### src/hdl/i2a_pkg.sv
package i2a_pkg;

    // conversion commands (s_tuser)
    localparam logic [2:0] CMD_CHAR   = 3'd0;
    localparam logic [2:0] CMD_SDEC   = 3'd1;
    localparam logic [2:0] CMD_UDEC   = 3'd2;
    localparam logic [2:0] CMD_HEXL   = 3'd3;
    localparam logic [2:0] CMD_HEXU   = 3'd4;
    localparam logic [2:0] CMD_PTR    = 3'd5;
    localparam logic [2:0] CMD_PCT    = 3'd6;
    localparam logic [2:0] CMD_UNUSED = 3'd7;   // taken, but produces no characters

    localparam int BIN_W      = 32;
    localparam int BCD_DIGITS = 10;
    localparam int BCD_W      = 4 * BCD_DIGITS;
    localparam int WORD_W     = 64;
    localparam int WORD_DIGITS = WORD_W / 4;
    localparam int DCNT_W     = $clog2(WORD_DIGITS + 1);
    localparam int PRE_W      = 40;

    localparam logic [7:0] CH_ZERO  = 8'h30;
    localparam logic [7:0] CH_LA    = 8'h61;
    localparam logic [7:0] CH_UA    = 8'h41;
    localparam logic [7:0] CH_MINUS = 8'h2D;
    localparam logic [7:0] CH_PCT   = 8'h25;
    localparam logic [7:0] CH_X     = 8'h78;

    // "(nil)", first character in the low byte
    localparam logic [PRE_W-1:0] NIL_TEXT = {8'h29, 8'h6C, 8'h69, 8'h6E, 8'h28};

    typedef struct packed {
        logic       valid;
        logic       last;
        logic [3:0] digit;
    } dig_status_t;

    typedef enum logic [3:0] {
        ST_IDLE   = 4'b0001,
        ST_PREFIX = 4'b0010,
        ST_CONV   = 4'b0100,
        ST_DIGITS = 4'b1000
    } fsm_t;

    function automatic logic [7:0] digit_char(input logic [3:0] d, input logic upper);
        logic [7:0] base;
        base = upper ? CH_UA : CH_LA;
        if (d < 4'd10)
            digit_char = CH_ZERO + {4'b0, d};
        else
            digit_char = base + {4'b0, d} - 8'd10;
    endfunction

endpackage

### src/hdl/integer_to_ascii_formatter.sv
// Integer to ASCII formatter, printf style.
// Slave channel: one transaction carries a conversion command in s_tuser and
// the 64-bit argument in s_tdata. Master channel: one ASCII character per
// transaction in m_tdata, m_tlast high on the final character of a conversion.
// Unused command 7 produces no characters at all.
// One conversion at a time: s_tready is high only when the previous
// conversion has placed its final character in the output register.
// Order of output, with the receiver always ready:
//   char, percent, "(nil)": the prefix characters, one per cycle.
//   hex / pointer: prefix characters (pointer only), then leading-zero
//     skipping (one nibble a cycle), then one digit per cycle.
//   decimal: the serial binary-to-BCD converter works one bit a cycle, then
//     the ten BCD digits go through leading-zero skipping and output.
// Reset clears the control state and drops any character held for output.
// A stall on the master side simply holds the output register; the
// conversion pauses until the character is taken, nothing is lost.
module integer_to_ascii_formatter
    import i2a_pkg::*;
(
    input  logic        clk,
    input  logic        rst_n,
    input  logic        s_tvalid,
    output logic        s_tready,
    input  logic [63:0] s_tdata,   // value[63:0]
    input  logic [2:0]  s_tuser,   // command[2:0]
    output logic        m_tvalid,
    input  logic        m_tready,
    output logic [7:0]  m_tdata,   // out_char[7:0]
    output logic        m_tlast
);

    fsm_t state_reg, state_next;

    logic [PRE_W-1:0] pre_reg;
    logic [2:0]       pre_cnt_reg;
    logic             has_dig_reg;
    logic             bcd_mode_reg;
    logic             upper_reg;
    logic             out_valid_reg;
    logic [7:0]       out_char_reg;
    logic             out_last_reg;

    logic             accept;
    logic             slot_free;
    logic             emit_pre;
    logic             emit_dig;
    logic [31:0]      low32;
    logic [31:0]      mag;
    logic             neg;

    // decoded at acceptance
    logic [PRE_W-1:0]  acc_pre;
    logic [2:0]        acc_pre_cnt;
    logic              acc_dig;
    logic              acc_bcd;
    logic [WORD_W-1:0] hex_word;
    logic [DCNT_W-1:0] hex_cnt;

    logic              bcd_done;
    logic [BCD_W-1:0]  bcd_val;
    logic              conv_load;
    logic              dig_load;
    logic [WORD_W-1:0] dig_word;
    logic [DCNT_W-1:0] dig_cnt;
    dig_status_t       dig;

    assign s_tready  = (state_reg == ST_IDLE);
    assign accept    = s_tvalid && s_tready;
    assign slot_free = !out_valid_reg || m_tready;

    assign low32 = s_tdata[31:0];
    assign neg   = (s_tuser == CMD_SDEC) && low32[31];
    assign mag   = neg ? (~low32 + 32'd1) : low32;

    always_comb
    begin
        acc_pre     = '0;
        acc_pre_cnt = 3'd0;
        acc_dig     = 1'b0;
        acc_bcd     = 1'b0;
        hex_word    = {low32, 32'b0};
        hex_cnt     = DCNT_W'(8);
        unique case (s_tuser) inside
            CMD_CHAR:
            begin
                acc_pre     = {32'b0, s_tdata[7:0]};
                acc_pre_cnt = 3'd1;
            end
            CMD_SDEC:
            begin
                acc_pre     = {32'b0, CH_MINUS};
                acc_pre_cnt = neg ? 3'd1 : 3'd0;
                acc_dig     = 1'b1;
                acc_bcd     = 1'b1;
            end
            CMD_UDEC:
            begin
                acc_dig = 1'b1;
                acc_bcd = 1'b1;
            end
            CMD_HEXL, CMD_HEXU:
            begin
                acc_dig = 1'b1;
            end
            CMD_PTR:
            begin
                if (s_tdata == 64'd0)
                begin
                    acc_pre     = NIL_TEXT;
                    acc_pre_cnt = 3'd5;
                end
                else
                begin
                    acc_pre     = {24'b0, CH_X, CH_ZERO};
                    acc_pre_cnt = 3'd2;
                    acc_dig     = 1'b1;
                    hex_word    = s_tdata;
                    hex_cnt     = DCNT_W'(WORD_DIGITS);
                end
            end
            CMD_PCT:
            begin
                acc_pre     = {32'b0, CH_PCT};
                acc_pre_cnt = 3'd1;
            end
            default:
            begin
                acc_pre_cnt = 3'd0;
            end
        endcase
    end

    i2a_bcd u_bcd (
        .clk   (clk),
        .rst_n (rst_n),
        .start (accept && acc_bcd),
        .bin   (mag),
        .done  (bcd_done),
        .bcd   (bcd_val)
    );

    // hex loads straight away, decimal once the BCD word is ready
    assign conv_load = (state_reg == ST_CONV) && bcd_done;
    assign dig_load  = (accept && acc_dig && !acc_bcd) || conv_load;
    assign dig_word  = conv_load ? {bcd_val, {(WORD_W-BCD_W){1'b0}}} : hex_word;
    assign dig_cnt   = conv_load ? DCNT_W'(BCD_DIGITS) : hex_cnt;

    i2a_digits u_digits (
        .clk       (clk),
        .rst_n     (rst_n),
        .load      (dig_load),
        .load_word (dig_word),
        .load_cnt  (dig_cnt),
        .advance   (emit_dig),
        .status    (dig)
    );

    assign emit_pre = (state_reg == ST_PREFIX) && slot_free;
    assign emit_dig = (state_reg == ST_DIGITS) && slot_free && dig.valid;

    always_comb
    begin
        state_next = state_reg;
        unique case (state_reg)
            ST_IDLE:
            begin
                if (accept)
                begin
                    if (acc_pre_cnt != 3'd0)
                        state_next = ST_PREFIX;
                    else if (acc_bcd)
                        state_next = ST_CONV;
                    else if (acc_dig)
                        state_next = ST_DIGITS;
                end
            end
            ST_PREFIX:
            begin
                if (emit_pre && pre_cnt_reg == 3'd1)
                begin
                    if (!has_dig_reg)
                        state_next = ST_IDLE;
                    else if (bcd_mode_reg)
                        state_next = ST_CONV;
                    else
                        state_next = ST_DIGITS;
                end
            end
            ST_CONV:
            begin
                if (bcd_done)
                    state_next = ST_DIGITS;
            end
            ST_DIGITS:
            begin
                if (emit_dig && dig.last)
                    state_next = ST_IDLE;
            end
            default:
            begin
                state_next = ST_IDLE;
            end
        endcase
    end

    always_ff @(posedge clk or negedge rst_n)
    begin
        if (!rst_n)
        begin
            state_reg     <= ST_IDLE;
            out_valid_reg <= 1'b0;
            pre_cnt_reg   <= 3'd0;
        end
        else
        begin
            state_reg <= state_next;
            if (emit_pre || emit_dig)
                out_valid_reg <= 1'b1;
            else if (m_tready)
                out_valid_reg <= 1'b0;
            if (accept)
                pre_cnt_reg <= acc_pre_cnt;
            else if (emit_pre)
                pre_cnt_reg <= pre_cnt_reg - 3'd1;
        end
    end

    always_ff @(posedge clk)
    begin
        if (accept)
        begin
            pre_reg      <= acc_pre;
            has_dig_reg  <= acc_dig;
            bcd_mode_reg <= acc_bcd;
            upper_reg    <= (s_tuser == CMD_HEXU);
        end
        else if (emit_pre)
        begin
            pre_reg <= {8'b0, pre_reg[PRE_W-1:8]};
        end

        if (emit_pre)
        begin
            out_char_reg <= pre_reg[7:0];
            out_last_reg <= (pre_cnt_reg == 3'd1) && !has_dig_reg;
        end
        else if (emit_dig)
        begin
            out_char_reg <= digit_char(dig.digit, upper_reg);
            out_last_reg <= dig.last;
        end
    end

    assign m_tvalid = out_valid_reg;
    assign m_tdata  = out_char_reg;
    assign m_tlast  = out_last_reg;

endmodule

### src/hdl/i2a_bcd.sv
// Serial binary to BCD (shift and add-3), one bit per cycle.
module i2a_bcd
    import i2a_pkg::*;
(
    input  logic             clk,
    input  logic             rst_n,
    input  logic             start,
    input  logic [BIN_W-1:0] bin,
    output logic             done,
    output logic [BCD_W-1:0] bcd
);

    localparam int CNT_W = $clog2(BIN_W + 1);

    logic [BIN_W-1:0] bin_reg;
    logic [BCD_W-1:0] bcd_reg;
    logic [BCD_W-1:0] adj;
    logic [CNT_W-1:0] cnt_reg;
    logic             done_reg;

    always_comb
    begin
        for (int i = 0; i < BCD_DIGITS; i++)
        begin
            if (bcd_reg[4*i +: 4] >= 4'd5)
                adj[4*i +: 4] = bcd_reg[4*i +: 4] + 4'd3;
            else
                adj[4*i +: 4] = bcd_reg[4*i +: 4];
        end
    end

    always_ff @(posedge clk or negedge rst_n)
    begin
        if (!rst_n)
        begin
            cnt_reg  <= '0;
            done_reg <= 1'b0;
        end
        else if (start)
        begin
            cnt_reg  <= CNT_W'(BIN_W);
            done_reg <= 1'b0;
        end
        else if (cnt_reg != '0)
        begin
            cnt_reg <= cnt_reg - 1'b1;
            if (cnt_reg == CNT_W'(1))
                done_reg <= 1'b1;
        end
    end

    always_ff @(posedge clk)
    begin
        if (start)
        begin
            bin_reg <= bin;
            bcd_reg <= '0;
        end
        else if (cnt_reg != '0)
        begin
            bcd_reg <= {adj[BCD_W-2:0], bin_reg[BIN_W-1]};
            bin_reg <= {bin_reg[BIN_W-2:0], 1'b0};
        end
    end

    assign done = done_reg;
    assign bcd  = bcd_reg;

endmodule

### src/hdl/i2a_digits.sv
// Nibble shifter: drops leading zero digits, then hands out one digit per advance.
module i2a_digits
    import i2a_pkg::*;
(
    input  logic              clk,
    input  logic              rst_n,
    input  logic              load,
    input  logic [WORD_W-1:0] load_word,
    input  logic [DCNT_W-1:0] load_cnt,
    input  logic              advance,
    output dig_status_t       status
);

    logic [WORD_W-1:0] word_reg;
    logic [DCNT_W-1:0] cnt_reg;
    logic              started_reg;
    logic [3:0]        top;
    logic              valid;
    logic              shift;

    assign top   = word_reg[WORD_W-1 -: 4];
    assign valid = (cnt_reg != '0) && (started_reg || top != 4'd0 || cnt_reg == DCNT_W'(1));
    // skip a leading zero, or move on once the digit is taken
    assign shift = (cnt_reg != '0) && (advance || !valid);

    always_ff @(posedge clk or negedge rst_n)
    begin
        if (!rst_n)
        begin
            cnt_reg     <= '0;
            started_reg <= 1'b0;
        end
        else if (load)
        begin
            cnt_reg     <= load_cnt;
            started_reg <= 1'b0;
        end
        else if (shift)
        begin
            cnt_reg <= cnt_reg - 1'b1;
            if (advance)
                started_reg <= 1'b1;
        end
    end

    always_ff @(posedge clk)
    begin
        if (load)
            word_reg <= load_word;
        else if (shift)
            word_reg <= {word_reg[WORD_W-5:0], 4'b0};
    end

    assign status.valid = valid;
    assign status.last  = (cnt_reg == DCNT_W'(1));
    assign status.digit = top;

endmodule

### config.mk
export PLATFORM = sky130hd
export DESIGN_NAME = integer_to_ascii_formatter
export DESIGN_NICKNAME = d
export VERILOG_FILES = /design/src/hdl/i2a_pkg.sv /design/src/hdl/integer_to_ascii_formatter.sv /design/src/hdl/i2a_bcd.sv /design/src/hdl/i2a_digits.sv
export SDC_FILE = /design/constraint.sdc
export NUM_CORES = 1
export LEC_CHECK = 0
export BUFFER_PORTS_ARGS = -buffer_cell sky130_fd_sc_hd__buf_2
export CAP_MARGIN = 20
export CORE_UTILIZATION = 65
export DETAILED_ROUTE_END_ITERATION = 10
export HOLD_SLACK_MARGIN = 0.02
export PLACE_DENSITY = 0.85
export SETUP_SLACK_MARGIN = 0.2
export SLEW_MARGIN = 15
export SYNTH_ARGS = -nofsm -noshare
export SYNTH_HDL_FRONTEND = slang
export SYNTH_SLANG_ARGS = --single-unit
### constraint.sdc
create_clock -name clk -period 6.3 [get_ports clk]
set_clock_uncertainty 0.05 [all_clocks]
set_input_delay 0.315 -clock clk [delete_from_list [all_inputs] [get_ports clk]]
set_output_delay 0.315 -clock clk [all_outputs]
set_load 0.05 [all_outputs]
==> results_dict.tcl, run 1 <==
set metrics [dict create \
    pwr-share-comb 0.372 \
    num_rows 45 \
    routed_wl_um 26100 \
    powerDensity_mw_per_mm2 484.8 \
    synth_top_family_by_area "compound AO/OA/AOI/OAI gates" \
    antenna_left 0 \
    maxSlewHeadroom 0.3236 \
    io_pins 82 \
    synth_cell_types 68 \
    max_freq_mhz 228.8 \
    arrival_ns 4.41 \
    clock_path_buffers 2 \
    grt_overflow_total 0 \
    synth_top_cell_area_share 0.3622 \
    worst_slew_pin_slew_ns 1.012 \
    synthArstFlopShare 0.1129 \
    multi_input_area_mm2 0.004778 \
    cp.required_ns 6.34 \
    area_growth_pct 10.23 \
    r2r-start "state_reg[0]$_DFFE_PN1P_" \
    synth_flop_cell "edfxtp_1" \
    synth-edff-count 125 \
    nNetsFinal 1197 \
    netlist_top_cells_area "edfxtp_1 (36%), dfxtp_1 (7.7%), nand2_1 (4.9%)" \
    grt_antenna_before_repair 0 \
    post_cts_buffers 0 \
    whs_path_depth 3 \
    cts_buffers 17 \
    viasPerCell 6.402 \
    tns_ns 0 \
    syn-cell-area_mm2 0.01036 \
    period_minus_slack_ns 4.370 \
    wl_met2_um 12940 \
    grt_pass1_vias 8021 \
    dp_hpwl_um 17720 \
    ys_top_cells_by_count "nand2_1 (134), edfxtp_1 (125), a21oi_1 (82)" \
    fin_ws_ns 1.930 \
    maxCapViolCount 0 \
    cp_max_fo 42 \
    synth_most_common_cell "nand2_1" \
    initial_core_util 0.6742 \
    drv_slew 0 \
    p_int_mw 3.468 \
    n_fill_cell 1062 \
    ys_warn_count 0 \
    hold_viol 0 \
    port_buffers 81 \
    first_pass_iters 5 \
    reg2reg_depth 11 \
    r2r_slack_ns 1.93 \
    clk_pin_slew_ns 0.07 \
    insertion_delay_ns 0.44 \
    end_kind "register" \
    synth_top_cell_by_area "edfxtp_1" \
    n_antenna_cell 0 \
    fp.coreArea_mm2 0.01537 \
    drc 0 \
    wl_per_cell_um 19.77 \
    vias 8451 \
    hp-class "in -> reg" \
    dieHeight_um 128.3 \
    power_frac_seq 0.440 \
    drt_iter0_drc 889 \
    cts.repair.resized 0 \
    synth_xor_area_frac 0.03972 \
    power_switching_mw 2.071 \
    syn_avg_cell_area_um2 9.946 \
    largest_reg_flops 64 \
    vdd_ir_drop_max_mv 0.3006 \
    finalSetupViolCount 0 \
    crit_type "reg -> reg" \
    synth-seq-area-share 0.4903 \
    route.met3.wl_um 2060 \
    worstSetupStartpointType "register" \
    cts.sinks 186 \
    htreeDepth 4 \
    grt_usage 0.3314 \
    synth_fp_nets 1143 \
    highest_layer "met4" \
    r2r-end "u_digits.word_reg[20]$_DFFE_PP_" \
    p_leak_nw 4.503 \
    synthCells 1042 \
    status "finished clean" \
    synthAdderAreaFrac 0.03622 \
    drive_gt1_frac 0.1605 \
    min_to "state_reg[0]$_DFFE_PN1P_" \
    grt_pass1_wl_um 41290 \
    wl_met1_um 10350 \
    worstHoldStart "s_tvalid" \
    pre_cts_slack_ns 2.002 \
    swShare 0.3739 \
    seq_area_mm2 0.005081 \
    cts_root_buf "clkbuf_16" \
    cts_tree "yes" \
    synth_mux_area_frac 0.02716 \
    finalCritPeriodShare 0.6936 \
    pwr-share-clk 0.189 \
    grt_max_degree 62 \
    synth_compound_area_frac 0.1876 \
    synth-seq-cells 186 \
    rsz0062_at_grt "false" \
    synthSimpleGateAreaFrac 0.1694 \
    design.die.area_mm2 0.01645 \
    globalplace.congestion 0.9712 \
    die_x_um 128.3 \
]
[cell usage in the layout (no fill, tap or decap), types with 4 or more instances in the layout]
cell type    n
buf_2       81
clkbuf_16   17
a221oi_2    27
xor2_1       9
nor4b_1      4
mux2i_1     27
a211oi_1    14
nor3_1      28
dfrtp_1     20
nand2b_1    13
buf_4       13
nand2_1    133
a31oi_1     10
a21oi_1     82
o31ai_1      8
and2_1       5
or3_1        5
dfxtp_1     40
nor2_1      73
nor2b_1      5
clkinv_4     5
nor4_1      26
xnor2_1     38
o21ai_0     80
nand3_1     19
inv_1       56
ha_1        30
and3_1       7
a221o_1      9
and2_2       4
nor3b_1     11
edfxtp_1   125
a22o_1      20
a221oi_1     4
[metal layers]
metal  up-vias  GRT usage
met1      4034     0.4209
met3        57    0.06594
met4         0     0.1329
met5         -          0
li1       3916          -
met2       444     0.5568
[logic make-up after synthesis]
family | after synthesis
XOR/XNOR | 47
buffers and inverters | 118
AO/OA/AOI/OAI | 276
AND/OR/NAND/NOR | 357
multiplexers | 28
flip-flops | 186
adder cells (fa/ha/maj) | 30
[metrics by stage]
stage	area [um^2]	utilization	hold WS, ns	power (mW)	cells
4_1_cts	11420	0.7432	0.1515	5.517	1320
5_1_grt	11420	0.7432	0.1569	5.880	1320
2_1_floorplan	10360	-	-0.03059	3.948	1042
3_5_place_dp	10840	0.7055	0.2437	4.446	1287
6_report	11420	0.7432	0.1662	5.539	1320
3_3_place_gp	10840	0.7055	0.2493	4.339	1287
[power groups by stage]
| stage | Combinational (mW) | Sequential (mW) | Clock [mW] |
|---|---|---|---|
| global placement | 1.92 | 2.42 | 0 |
| global route | 2.30 | 2.49 | 1.09 |
| floorplan | 1.55 | 2.40 | 0 |
| CTS | 2.05 | 2.42 | 1.05 |
| finish | 2.06 | 2.44 | 1.04 |
| detailed placement | 2.01 | 2.43 | 0 |
[how the worst max path moves through the flow]
stage | startpoint | to | slack [ns] | depth (start not counted)
after floorplan | state_reg[0]$_DFFE_PN1P_ | u_digits.word_reg[0]$_SDFFCE_PP0P_ | 2.34 | 10
after global placement | state_reg[0]$_DFFE_PN1P_ | u_digits.word_reg[13]$_DFFE_PP_ | 2.16 | 11
after detailed placement | state_reg[0]$_DFFE_PN1P_ | u_digits.word_reg[13]$_DFFE_PP_ | 2.00 | 11
after CTS | state_reg[0]$_DFFE_PN1P_ | u_digits.word_reg[10]$_DFFE_PP_ | 2.01 | 11
after global routing | state_reg[0]$_DFFE_PN1P_ | u_digits.word_reg[12]$_DFFE_PP_ | 1.71 | 11
final | state_reg[0]$_DFFE_PN1P_ | u_digits.word_reg[20]$_DFFE_PP_ | 1.93 | 11
[cell type report]
class / instances / area share
flip-flops and latches: 186 / 0.4448
inverters: 58 / 0.01906
clock buffers: 17 / 0.03724
multi-input cells: 738 / 0.4183
clock inverters: 15 / 0.01260
well taps: 211 / 0.02311
repair buffers: 95 / 0.04491
[worst max-delay path, cell delays in order (launching register included)]
cell     delay, ns
dfstp_2       0.57
or4b_4        0.51
inv_2         0.10
nand2_2       0.22
inv_2         0.36
nand2_1       0.17
nor2b_1       0.14
buf_4         0.28
nor3_4        0.07
buf_4         0.35
nand2_2       0.62
buf_4         0.53
[timing repair]
| item | CTS | global route |
|---|---|---|
| setup endpoints to repair | 0 | 0 |
| hold buffers | 1 | 0 |
| endpoints found under the hold margin | 20 | 0 |
(Power assumes the default switching activity.)
==> run 2, diff against run 1 <==
--- a/config.mk
+++ b/config.mk
@@ -7,10 +7,10 @@
 export LEC_CHECK = 0
 export BUFFER_PORTS_ARGS = -buffer_cell sky130_fd_sc_hd__buf_2
 export CAP_MARGIN = 20
-export CORE_UTILIZATION = 65
+export CORE_UTILIZATION = 55
 export DETAILED_ROUTE_END_ITERATION = 10
 export HOLD_SLACK_MARGIN = 0.02
-export PLACE_DENSITY = 0.85
+export PLACE_DENSITY = 0.77
 export SETUP_SLACK_MARGIN = 0.2
 export SLEW_MARGIN = 15
 export SYNTH_ARGS = -nofsm -noshare
==> constraint.sdc (replaced) <==
create_clock -name clk -period 3.7 [get_ports clk]
set_clock_uncertainty 0.05 [all_clocks]
set_input_delay 0.185 -clock clk [delete_from_list [all_inputs] [get_ports clk]]
set_output_delay 0.185 -clock clk [all_outputs]
set_load 0.05 [all_outputs]
==> results_dict.tcl, run 2 (synthesis gave the netlist of run 1 again) <==
set metrics [dict create \
    maxCapViolCount 0 \
    area_growth_pct 11.11 \
    worstSetupStartpointType "register" \
    tns_ns 0 \
    hold_viol 0 \
    post_cts_buffers 0 \
    io_pins 82 \
    wl_per_cell_um 19.50 \
    design.die.area_mm2 0.01940 \
    dieHeight_um 139.3 \
    maxSlewHeadroom 0.3502 \
    grt_max_degree 61 \
    crit_type "reg -> reg" \
    finalSetupViolCount 0 \
    drive_gt1_frac 0.1649 \
    finalCritPeriodShare 0.8140 \
    antenna_left 0 \
    grt_usage 0.2762 \
    clock_path_buffers 2 \
    arrival_ns 3.03 \
    cts_root_buf "clkbuf_16" \
    status "finished clean" \
    cp.required_ns 3.72 \
    cts.sinks 186 \
    vias 8359 \
    layout_commonest_cell "nand2_1" \
    first_pass_iters 5 \
    initial_core_util 0.5692 \
    num_rows 49 \
    hp-class "in -> reg" \
    utilization 0.6324 \
    cts.repair.resized 0 \
    grt_pass1_vias 7888 \
    layout_common_cells "nand2_1 (133), edfxtp_1 (125), a21oi_1 (82)" \
    largest_reg_flops 64 \
    worst_slew_pin_slew_ns 0.9719 \
    nNetsFinal 1204 \
    viasPerCell 6.215 \
    clk_pin_slew_ns 0.07 \
    routed_wl_um 26230 \
    drt_iter0_drc 832 \
    grt_overflow_total 0 \
    dp_hpwl_um 18160 \
    powerDensity_mw_per_mm2 818.1 \
    cts_buffers 17 \
    postCtsHoldBufs 2 \
    period_minus_slack_ns 3.012 \
    p_leak_nw 4.550 \
    end_kind "register" \
    drc 0 \
    grt_pass1_wl_um 41510 \
    grt_antenna_before_repair 0 \
    n_antenna_cell 0 \
    n_fill_cell 1446 \
    max_freq_mhz 332.0 \
    die_x_um 139.3 \
    cts_tree "yes" \
    port_buffers 81 \
    insertion_delay_ns 0.44 \
    cp_max_fo 43 \
    drv_slew 0 \
    rsz0062_at_grt "false" \
    globalplace.congestion 0.9181 \
    fp.coreArea_mm2 0.01821 \
    htreeDepth 4 \
    vdd_ir_drop_max_mv 0.4213 \
]
[run 2: cell count changes in the layout (fill, tap and decap cells not counted)]
cell,before,now
clkinv_4,5,4
buf_4,13,19
dlygate4sd3_1,1,2
clkinvlp_4,3,2
clkinvlp_2,1,0
inv_6,3,5
inv_8,1,3
clkinv_2,1,0
[run 2: path summary, 6_finish.rpt]
kind | startpoint | endpoint | slack [ns] | cells after the start
max in group asynchronous | rst_n | state_reg[0]$_DFFE_PN1P_ | 3.05 | 2
max reg2reg | state_reg[0]$_DFFE_PN1P_ | u_digits.word_reg[17]$_DFFE_PP_ | 0.69 | 9
min | s_tdata[13] | u_digits.word_reg[13]$_DFFE_PP_ | 0.04 | 2
max | state_reg[0]$_DFFE_PN1P_ | u_digits.word_reg[17]$_DFFE_PP_ | 0.69 | 9
min in group asynchronous | rst_n | u_digits.started_reg$_DFFE_PN0P_ | 0.19 | 2
min reg2reg | u_bcd.bcd[33]$_SDFFE_PP0P_ | u_bcd.bcd[33]$_SDFFE_PP0P_ | 0.43 | 2
[run 2: final cells by class]
type,instances,area (um^2),share of cell area
sequential,186,5081,0.4413
clock buffer,17,425.4,0.03694
timing repair buffer,102,568.0,0.04933
clock inverter,15,157.7,0.01369
multi-input combinational,738,4778,0.4150
inverter,58,217.7,0.01891
tap,229,286.5,0.02488
[run 2: routing by layer]
layer / vias to the layer above / GRT usage / part of all wire
met3: 51 / 0.04267 / 0.080
met1: 3968 / 0.3738 / 0.41
met2: 403 / 0.4536 / 0.48
met5: - / 0 / 0
met4: 0 / 0.09474 / 0.025
li1: 3937 / - / -
[run 2: stage by stage]
step / setup WS (ns) / hold WS, ns / area, um^2 / std cells / total power [mW]
2_1_floorplan: 0.3614 / -0.1606 / 10370 / 1042 / 6.712
3_3_place_gp: 0.7605 / 0.1288 / 10910 / 1311 / 7.430
3_5_place_dp: 0.7121 / 0.1274 / 10910 / 1311 / 7.573
4_1_cts: 0.7129 / 0.03267 / 11510 / 1345 / 9.420
5_1_grt: 0.5564 / 0.07120 / 11510 / 1345 / 10.04
6_report: 0.6883 / 0.04227 / 11510 / 1345 / 9.420
[run 2: power by group]
group / internal [mW] / total, mW / switching, mW
clock: 0.957 / 1.82 / 0.868
combinational: 1.44 / 3.45 / 2.02
sequential: 3.54 / 4.14 / 0.605
total: 5.93 / 9.42 / 3.49
[run 2: critical path, stage by stage (launching register included)]
cell     delay (ns)
dfstp_2        0.56
or4b_4         0.51
inv_2          0.10
nand2_2        0.07
inv_2          0.27
nand2_1        0.15
nor2b_1        0.29
nor3_4         0.08
nand2_2        0.07
buf_4          0.48
==> run 3, diff against run 2 <==
--- a/config.mk
+++ b/config.mk
@@ -5,6 +5,7 @@
 export SDC_FILE = /design/constraint.sdc
 export NUM_CORES = 1
 export LEC_CHECK = 0
+export ABC_AREA = 1
 export BUFFER_PORTS_ARGS = -buffer_cell sky130_fd_sc_hd__buf_2
 export CAP_MARGIN = 20
 export CORE_UTILIZATION = 55
==> constraint.sdc (replaced) <==
create_clock -name clk -period 2.5 [get_ports clk]
set_clock_uncertainty 0.05 [all_clocks]
set_input_delay 0.125 -clock clk [delete_from_list [all_inputs] [get_ports clk]]
set_output_delay 0.125 -clock clk [all_outputs]
set_load 0.05 [all_outputs]
==> results_dict.tcl, run 3 <==
set metrics [dict create \
    synthAdderAreaFrac 0.03551 \
    nNetsFinal 1495 \
    drive_gt1_frac 0.1343 \
    routed_wl_um 27910 \
    dieHeight_um 140.6 \
    end_kind "register" \
    area_growth_pct 13.64 \
    worstSetupStartpointType "input pin" \
    largest_reg_flops 64 \
    ys_top_cells_by_count "nand2_1 (247), nor2_1 (188), o21ai_0 (166)" \
    period_minus_slack_ns 2.194 \
    synth_compound_area_frac 0.1420 \
    crit_type "in -> reg" \
    hp-class "in -> reg" \
    clk_pin_slew_ns 0.07 \
    cts_buffers 17 \
    ys_warn_count 0 \
    p_leak_nw 5.208 \
    arrival_ns 2.33 \
    initial_core_util 0.5632 \
    synth_fp_nets 1409 \
    finalSetupViolCount 0 \
    syn-cell-area_mm2 0.01057 \
    drv_slew 0 \
    drc 0 \
    maxCapViolCount 0 \
    dp_hpwl_um 19820 \
    fp.coreArea_mm2 0.01877 \
    cts_root_buf "clkbuf_16" \
    synth_top_cell_area_share 0.3551 \
    vias 9420 \
    io_pins 82 \
    synth_top_cell_by_area "edfxtp_1" \
    grt_usage 0.2891 \
    insertion_delay_ns 0.44 \
    viasPerCell 5.740 \
    dpl-instance-area_mm2 0.01130 \
    first_pass_iters 6 \
    max_freq_mhz 455.7 \
    synth_flop_cell "edfxtp_1" \
    htreeDepth 4 \
    cp_max_fo 34 \
    layout_commonest_cell "nand2_1" \
    vdd_ir_drop_max_mv 0.5956 \
    drt_iter0_drc 1181 \
    port_buffers 81 \
    design.die.area_mm2 0.01978 \
    tns_ns 0 \
    grt_max_degree 60 \
    antenna_left 0 \
    synth-seq-cells 186 \
    synth_cell_types 44 \
    finalCritPeriodShare 0.8778 \
    cts.sinks 186 \
    layout_common_cells "nand2_1 (246), nor2_1 (186), o21ai_0 (165)" \
    n_antenna_cell 0 \
    synth_top_family_by_area "simple AND/OR/NAND/NOR gates" \
    cp.required_ns 2.64 \
    synth_mux_area_frac 0 \
    die_x_um 140.6 \
    wl_per_cell_um 17.01 \
    synth_xor_area_frac 0.02817 \
    cts_tree "yes" \
    synth-edff-count 125 \
    pre_cts_slack_ns 0.1118 \
    grt_pass1_vias 8622 \
    status "finished clean" \
    worst_slew_pin_slew_ns 0.5551 \
    finalInstanceArea_mm2 0.01201 \
    synthCells 1308 \
    globalplace.congestion 0.9429 \
    synthSimpleGateAreaFrac 0.2332 \
    rsz0062_at_grt "true" \
    hold_viol 0 \
    syn_avg_cell_area_um2 8.081 \
    synth-seq-area-share 0.4807 \
    maxSlewHeadroom 0.6265 \
    grt_overflow_total 0 \
    powerDensity_mw_per_mm2 1115 \
    clock_path_buffers 2 \
    synth_most_common_cell "nand2_1" \
    num_rows 50 \
    netlist_top_cells_area "edfxtp_1 (36%), nand2_1 (8.8%), o21ai_0 (7.9%)" \
    grt_pass1_wl_um 44240 \
    grt_antenna_before_repair 0 \
    fin_ws_ns 0.3056 \
    synthArstFlopShare 0.1129 \
]
-- run 3: final timing paths --
path | from | end | slack (ns) | depth (start not counted)
max in group asynchronous | rst_n | state_reg[0]$_DFFE_PN1P_ | 1.91 | 2
min in group asynchronous | rst_n | u_bcd.cnt_reg[4]$_DFFE_PN0P_ | 0.13 | 2
worst min-delay path | s_tdata[30] | u_bcd.bin_reg[30]$_DFFE_PP_ | 0.03 | 4
worst min register to register | u_bcd.bcd[35]$_SDFFE_PP0P_ | u_bcd.bcd[35]$_SDFFE_PP0P_ | 0.43 | 2
worst max register to register | state_reg[0]$_DFFE_PN1P_ | u_digits.word_reg[51]$_DFFE_PP_ | 0.35 | 8
worst max-delay path | s_tdata[23] | u_digits.word_reg[55]$_DFFE_PP_ | 0.31 | 15
-- run 3: power by group --
| group | total [mW] | internal, mW | switching (mW) |
|---|---|---|---|
| Clock | 2.68 | 1.34 | 1.34 |
| Sequential | 5.76 | 5.05 | 0.703 |
| Combinational | 4.96 | 1.79 | 3.17 |
| Total | 13.4 | 8.18 | 5.21 |
-- run 3: routing by layer --
layer	share of wire	track usage	up-vias
li1	-	-	4540
met1	0.41	0.4029	4332
met2	0.47	0.4601	492
met3	0.089	0.04586	56
met4	0.028	0.1001	0
met5	0	0	-
-- run 3: final cells by class --
type | count | area, um^2
Fill cell | 1563 | 6756
Sequential cell | 186 | 5081
Multi-Input combinational cell | 918 | 4690
Timing Repair Buffer | 118 | 794.5
Inverter | 152 | 574.3
Clock buffer | 17 | 425.4
Tap cell | 234 | 292.8
Clock inverter | 15 | 148.9
Timing Repair inverter | 1 | 5.005
-- run 3: stage by stage --
step                      hold slack [ns]    util  power, mW  std cells
after floorplan                   -0.2206       -      9.290       1308
after global placement            0.07360  0.6023      10.41       1597
after detailed placement          0.07403  0.6023      10.64       1597
after CTS                         0.03425  0.6355      13.33       1634
after global routing              0.03745  0.6400      14.36       1641
final                             0.03183  0.6400      13.40       1641
-- run 3: critical path, cell delays in order --
cell	delay, ns
dlygate4sd3_1	0.53
buf_2	0.14
nor2_1	0.14
nand2_1	0.08
nor2_2	0.14
nand2_1	0.08
nor2_1	0.15
nand2_1	0.12
nand2_4	0.11
nand2_4	0.09
nand2_8	0.14
nand2_2	0.06
buf_6	0.20
nor2_1	0.15
nor2_1	0.07
-- run 3: repair_timing --
| action | in CTS | in global routing |
|---|---|---|
| setup buffers | 0 | 6 |
| hold buffers | 5 | 0 |
| gates resized for setup | 0 | 7 |
| endpoints found under the setup margin | 0 | 75 |
| endpoints found under the hold margin | 24 | 0 |
-- run 3: logic make-up (layout without fill, tap and decap cells) --
| kind of cell | after synthesis | after routing |
|---|---|---|
| buffers and inverters | 204 | 303 |
| XOR/XNOR | 34 | 34 |
| AO/OA/AOI/OAI | 275 | 275 |
| AND/OR/NAND/NOR | 579 | 579 |
| adder cells (fa/ha/maj) | 30 | 30 |
| flip-flops | 186 | 186 |
